**config.mk**
```make
export PLATFORM = sky130hd
export DESIGN_NAME = hab_scan
export DESIGN_NICKNAME = d
export VERILOG_FILES = /design/src/rtl/assert_macros.svh /design/src/rtl/hab_pkg.sv /design/src/rtl/hab_scan.sv
export SDC_FILE = /design/constraint.sdc
export NUM_CORES = 1
export LEC_CHECK = 0
export BUFFER_PORTS_ARGS = -buffer_cell sky130_fd_sc_hd__buf_2
export CORE_MARGIN = 2
export CORE_UTILIZATION = 45
export DETAILED_ROUTE_END_ITERATION = 7
export MAX_ROUTING_LAYER = met4
export PLACE_DENSITY = 0.8
export SYNTH_ARGS = -nofsm -noshare
export SYNTH_HDL_FRONTEND = slang
export SYNTH_SLANG_ARGS = --single-unit
```
**constraint.sdc**
```tcl
create_clock -name clk -period 4.7 [get_ports clk]
set_clock_uncertainty 0.2 [all_clocks]
set_input_delay 0.47 -clock clk [delete_from_list [all_inputs] [get_ports clk]]
set_output_delay 0.47 -clock clk [all_outputs]
set_load 0.02 [all_outputs]
```
**src/rtl/assert_macros.svh**
```systemverilog
// assertion macros shared by the rtl
`ifndef ASSERT_MACROS_SVH
`define ASSERT_MACROS_SVH

// clocked assertion with explicit clock and active-low reset
`define HAB_ASSERT_CLK(lbl, ck, rn, prop) \
	lbl: assert property (@(posedge ck) disable iff (!rn) prop) \
		else $error("assertion failed");

// clocked assertion on the block clock and reset
`define HAB_ASSERT(lbl, prop) `HAB_ASSERT_CLK(lbl, clk, arst_n, prop)

`endif

```
**src/rtl/hab_pkg.sv**
```systemverilog
// ----------------------------------------------------------------------------
// hab_pkg
// shared types and constants of the hot address bucket counter
// ----------------------------------------------------------------------------
package hab_pkg;

	localparam int DEF_ENTRIES = 512;
	localparam int DEF_TOP_N   = 10;

	localparam int TAG_W  = 28;
	localparam int HITS_W = 32;
	localparam int ADDR_W = 32;
	localparam int ENT_W  = TAG_W + HITS_W;

	localparam logic [ADDR_W-1:0] ACCESS_BASE = 32'h1000_0000;
	localparam logic [HITS_W-1:0] HITS_MAX    = '1;

	localparam logic OP_ACCESS = 1'b0;
	localparam logic OP_REPORT = 1'b1;

	// scan control from the sequencer
	typedef struct packed {
		logic vld;
		logic first;
		logic report;
	} scan_ctl_t;

	// scan status back to the sequencer
	typedef struct packed {
		logic              match;
		logic [TAG_W-1:0]  sel_tag;
		logic [HITS_W-1:0] sel_hits;
	} scan_sts_t;

endpackage

```
**src/rtl/hab_scan.sv**
```systemverilog
// ----------------------------------------------------------------------------
// hab_scan
// per-entry compare unit: tag match, and running min or max of the counts
// ----------------------------------------------------------------------------
module hab_scan #(
	parameter int ENTRIES = hab_pkg::DEF_ENTRIES
) (
	input  logic                       clk,
	input  logic                       arst_n,
	input  hab_pkg::scan_ctl_t         ctl,
	input  logic [$clog2(ENTRIES)-1:0] idx,
	input  logic [hab_pkg::TAG_W-1:0]  key,
	input  logic [hab_pkg::TAG_W-1:0]  rd_tag,
	input  logic [hab_pkg::HITS_W-1:0] rd_hits,
	output hab_pkg::scan_sts_t         sts,
	output logic [$clog2(ENTRIES)-1:0] sel_idx
);
	import hab_pkg::*;

	localparam int AW = $clog2(ENTRIES);

	logic [TAG_W-1:0]  sel_tag_q;
	logic [HITS_W-1:0] sel_hits_q;
	logic [AW-1:0]     sel_idx_q;
	logic              better;

	// report keeps the largest, access the smallest, lowest index wins ties
	always_comb begin
		priority if (ctl.first) begin
			better = 1'b1;
		end else if (ctl.report) begin
			better = rd_hits > sel_hits_q;
		end else begin
			better = rd_hits < sel_hits_q;
		end
	end

	always_ff @(posedge clk or negedge arst_n) begin
		if (!arst_n) begin
			sel_idx_q <= '0;
		end else if (ctl.vld && better) begin
			sel_idx_q <= idx;
		end
	end

	always_ff @(posedge clk) begin
		if (ctl.vld && better) begin
			sel_tag_q  <= rd_tag;
			sel_hits_q <= rd_hits;
		end
	end

	assign sts.match    = ctl.vld && !ctl.report && (rd_tag == key);
	assign sts.sel_tag  = sel_tag_q;
	assign sts.sel_hits = sel_hits_q;
	assign sel_idx      = sel_idx_q;
endmodule

```
## Word level (Yosys, flattened, before mapping)

Index checks and enable logic that the tools add are counted.

| cells by class | value |
|---|---|
| muxes and demuxes | 2 |
| shift-type cells | 0 |
| magnitude comparators | 2 |
| equal/unequal tests | 1 |
| $mul | 0 |
| bitwise logic cells | 0 |
| div/mod/pow operators | 0 |
| add/subtract/negate cells | 0 |
| reductions and logical operators | 4 |

Operators by type and width:

| operator | number |
|---|---|
| > comparator 32 bit | 1 |
| < comparator 32 bit | 1 |
| == test 28 bit | 1 |
| logical AND 1 bit | 3 |
| 2-to-1 mux 1 bit | 2 |
| logical NOT 1 bit | 1 |

| word-level totals | value |
|---|---|
| logic and storage cells | 12 |
| output and inout port bits | 70 |
| memory bits (read-only) | 0 |
| memory bits (writable) | 0 |
| input bits | 102 |
| register bits | 69 |
| memories | 0 |
| latch bits | 0 |

## Depth between registers and ports, before layout

| logic depth | value |
|---|---|
| depth after elaboration | 4 |
| gate-level depth with buffers | 9 |
| depth with buffers taken out | 9 |

## Worst setup path before layout

Ideal clock, no wire load.

| timing path | value |
|---|---|
| path kind | register -> register |
| start point | register sel_hits_q[30] |
| end point | register sel_hits_q[0], enable pin |
| arrival | 3.046 ns |
| setup time | 0.414 ns |
| cell stages (with the launch flop) | 10 |
| path slack | 1.040 ns |
| buffers on the path | 0 |
| data required time | 4.086 ns |
| clock period less this slack | 3.660 ns |
| cell sequence | edfxtp_1 -> inv_1 -> ha_1 -> a21oi_1 -> a21boi_0 -> a211o_2 -> a211oi_1 -> a31o_2 -> o21ai_4 -> inv_1 |

| on the way | value |
|---|---|
| cells in the longest elaborated chain, start to end | 4 |
| elaborated cells between the ends (all ways) | 5 |
| classes of those cells | 2 x order compare; 2 x mux; 1 x reduce/logical |

RTL lines:

| element | RTL line | text |
|---|---|---|
| from (decl) | hab_scan.sv:23 | `logic [HITS_W-1:0] sel_hits_q;` |
| from (signal assigned) | hab_scan.sv:49 | `sel_hits_q <= rd_hits;` |
| < comparator 32 bit / > comparator 32 bit (equally long branches) | hab_scan.sv:34, hab_scan.sv:32 |  |
| 2-to-1 mux 1 bit * | hab_scan.sv:31 | `end else if (ctl.report) begin` |
| 2-to-1 mux 1 bit * | hab_scan.sv:29 | `priority if (ctl.first) begin` |
| logical AND 1 bit * | hab_scan.sv:47 | `if (ctl.vld && better) begin` |

Every way passes the cells marked *; elsewhere a longest branch is shown, timed or not.
A chain may end at the register's enable or synchronous reset.

## Worst setup path in the final report

| timing path | value |
|---|---|
| start point | register sel_hits_q[26] |
| end point | register sel_tag_q[1], enable pin |

| on the way | value |
|---|---|
| cells in the longest elaborated chain, start to end | 4 |
| elaborated cells between the ends (all ways) | 5 |
| classes of those cells | 2 x order compare; 2 x mux; 1 x reduce/logical |

RTL lines:

| element | RTL line | text |
|---|---|---|
| < comparator 32 bit / > comparator 32 bit (equally long branches) | hab_scan.sv:34, hab_scan.sv:32 |  |
| 2-to-1 mux 1 bit * | hab_scan.sv:31 |  |
| 2-to-1 mux 1 bit * | hab_scan.sv:29 |  |
| logical AND 1 bit * | hab_scan.sv:47 |  |
| to (signal assigned) | hab_scan.sv:48 | `sel_tag_q <= rd_tag;` |
| to (decl) | hab_scan.sv:22 | `logic [TAG_W-1:0] sel_tag_q;` |

Marked as above.

==> run_results.csv <==
group,metric,value,unit
yosys,syn-num-nets,368,
yosys,postSynthRegisterBits,69,
cts,root_buffer,"clkbuf_8",
yosys,synth_warnings,0,
sta,relative_slew_margins,0.546,
global_route,grt_remaining_overflow,0,
floorplanning,die_area,0.00804,mm2
power_and_ir_drop,static-leakage-power,0.00215,uW
detailed_routing,vias_per_cell,4.72,
detailed_routing,count_of_unresolved_drc_violations_after_routing,0,
global_route,first_global_vias,2344,
hold_path,holdCritPathClass,"input port to flip-flop",
cts,tritoncts,"done",
floorplanning,fp.coreArea,0.00718,mm2
critical_path,setup.worst_path.end_class,"flip-flop",
yosys,syn-cell-area,0.00330,mm2
yosys,number_of_distinct_library_cells_after_synthesis,32,
outcome,run_status,"completed",
critical_path,worst_setup_path_start_kind,"flip-flop",
sta,tns,0,ns
floorplanning,floorplan.initialDensity,0.460,
yosys,proportion_of_synthesized_chip_area_in_sequential_cells,0.614,
cts,clk_path_buf_depth,2,
cts,cts.hold.buffers_added,1,
layout,nets,552,
sta,highest_achievable_clock_rate,0.298,GHz
critical_path,critical_path.max_fanout,31,
sta,rsz_0062_raised_after_global_routing,"no",
placement,hpwl,5.93,mm
layout,synthToLayoutAreaGrowth,36.5,%
power_and_ir_drop,ir_worst_vdd,183,uV
global_route,number_of_antenna_violations_at_the_first_check_in_global_routing,0,
cts,cts.reportedPaths.clkPinSlew,0.08,ns
detailed_routing,drtPass1Iterations,4,
detailed_routing,final_antenna_net_count,0,
detailed_routing,vias,2466,
critical_path,critPathKind,"flip-flop to flip-flop",
layout,num_antenna_cells,0,
sta,finalSetupViolCount,0,
sta,drv_slew,0,
placement,gp_congestion,0.775,
cts,cts.htree.levels,3,
floorplanning,io_pins,172,
cts,number_of_instances_resized_during_post_cts_repair,0,
global_route,grt_first_pass_wirelength,10.6,mm
cts,cts_num_sinks,69,
floorplanning,dieHeight,89.6,um
cts,postCtsSetupRepairBufs,0,
critical_path,worst-endpoint-arrival,3.18,ns
sta,worst_hold_slack,0.126,ns
sta,timing.final.crit_share,0.713,
sta,final_hold_viol_count,0,
global_route,grt_max_degree,32,
layout,layout-drive-gt1-share,0.475,
critical_path,cp_data_required_time,4.53,ns
power_and_ir_drop,powerDensity,337,mW/mm2
cts,cts-buffers-inserted,9,
placement,port_buffers,171,
layout,n_fill_cell,579,
yosys,syn_area_per_cell,14.1,um2
sta,fin_crit,3.35,ns
detailed_routing,drtIter0Drc,53,
cts,worstSkewPairLatency,0.34,ns
detailed_routing,avgRoutedWirePerCell,14.2,um
yosys,netlist_instances,234,
floorplanning,row_count,31,
global_route,grtUsageTotal,0.186,
detailed_routing,wl,7.40,mm
run,timing.max_cap.violations,0,
sta,worst_pin_slew,0.679,ns
floorplanning,chipWidth,89.6,um
[cell usage after synthesis (all sizes together)]
cell type  count  area [um2]
o21ai          4        31.3
nand3          3        15.0
a21oi         14        70.1
a41o           1        11.3
xnor2          9        78.8
nor2           3        11.3
o211ai         1        7.51
inv           34         128
o2bb2ai        1        8.76
and4           1        8.76
nor2b          1        6.26
a21boi         2        15.0
mux2           9         101
nor4           7        65.1
a21o           2        15.0
nand2          8        30.0
ha            32         400
edfxtp        60        1800
nand4          8        56.3
dfrtp          9         225
xor2          19         166
a211o          1        10.0
a211oi         1        7.51
a31o           1        8.76
nor3           1        5.00
o21a           1        7.51
o311ai         1        8.76
[final timing paths]
check | startpoint | to | slack, ns | depth (start not counted)
setup / recovery | sel_hits_q[26]$_DFFE_PP_ | sel_tag_q[1]$_DFFE_PP_ | 1.35 | 10
hold / removal | rd_hits[8] | sel_hits_q[8]$_DFFE_PP_ | 0.13 | 1
setup reg to reg | sel_hits_q[26]$_DFFE_PP_ | sel_tag_q[1]$_DFFE_PP_ | 1.35 | 10
hold reg to reg | sel_idx[2]$_DFFE_PN0P_ | sel_idx[2]$_DFFE_PN0P_ | 0.31 | 1
max in group asynchronous | arst_n | sel_idx[0]$_DFFE_PN0P_ | 3.81 | 2
min in group asynchronous | arst_n | sel_idx[4]$_DFFE_PN0P_ | 0.30 | 2
[power by group]
part	internal (uW)	total [uW]	switching [uW]
clock	276	482	206
combinational	120	294	174
sequential	724	742	18.5
total	1120	1520	399
[layout by cell type (no fill, tap or decap), types with 2 or more instances in the layout]
| cell type | n |
|---|---|
| nand2_1 | 8 |
| a21o_1 | 2 |
| buf_2 | 171 |
| clkbuf_1 | 4 |
| edfxtp_1 | 60 |
| nand3_1 | 3 |
| mux2_2 | 9 |
| ha_1 | 32 |
| inv_1 | 33 |
| clkbuf_8 | 11 |
| a21oi_1 | 14 |
| nand4_1 | 7 |
| xnor2_1 | 9 |
| xor2_1 | 19 |
| nor2_1 | 3 |
| dfrtp_1 | 9 |
| o21ai_0 | 3 |
| nor4_1 | 5 |
[critical path, stage by stage, from the launching register on]
cell,delay [ns]
edfxtp_1,0.42
inv_1,0.08
ha_1,0.23
nand4_1,0.19
nor4_4,0.09
a211o_2,0.30
a211oi_1,0.33
a31o_2,0.25
o21ai_4,0.12
inv_2,0.54
buf_12,0.28
[layer usage]
layer	wire length, um	share of wire	track usage
met5	0	0	-
met4	126	0.017	0.0841
met3	566	0.077	0.0494
met2	3770	0.51	0.299
met1	2930	0.40	0.220
[flip-flops by register name, indices dropped and copies added (netlist names)]
register,count
sel_tag_q,28
sel_idx,9
sel_hits_q,32
[metrics by stage]
stage               std cells  total power [uW]  utilization  setup slack, ns  instance area (um2)
global placement          505              1040        0.599             1.16                 4300
finish                    522              1520        0.628             1.35                 4510
global route              522              1590        0.628             1.11                 4510
floorplan                 234               921            -             1.04                 3300
detailed placement        505              1050        0.599             1.13                 4300
CTS                       522              1530        0.628             1.32                 4510
[logic make-up (layout without fill, tap and decap cells)]
family          after synthesis  after routing  synth area share
xor+xnor                     28             28            0.0743
mux                           9              9            0.0307
buf+inv                      34            223            0.0387
fa+ha+maj                    32             32             0.121
compound gates               30             30            0.0610
simple gates                 32             32            0.0599
flops                        69             69             0.614
[area by class of cell]
type | instances | area, um2 | area share
clock buffer | 15 | 166 | 0.0369
clock inverter | 1 | 30.0 | 0.00666
inverter | 34 | 128 | 0.0283
multi-input combinational | 131 | 1150 | 0.254
sequential | 69 | 2030 | 0.450
tap | 99 | 124 | 0.0275
timing repair buffer | 173 | 886 | 0.197
Power figures use the tool's default switching activity.
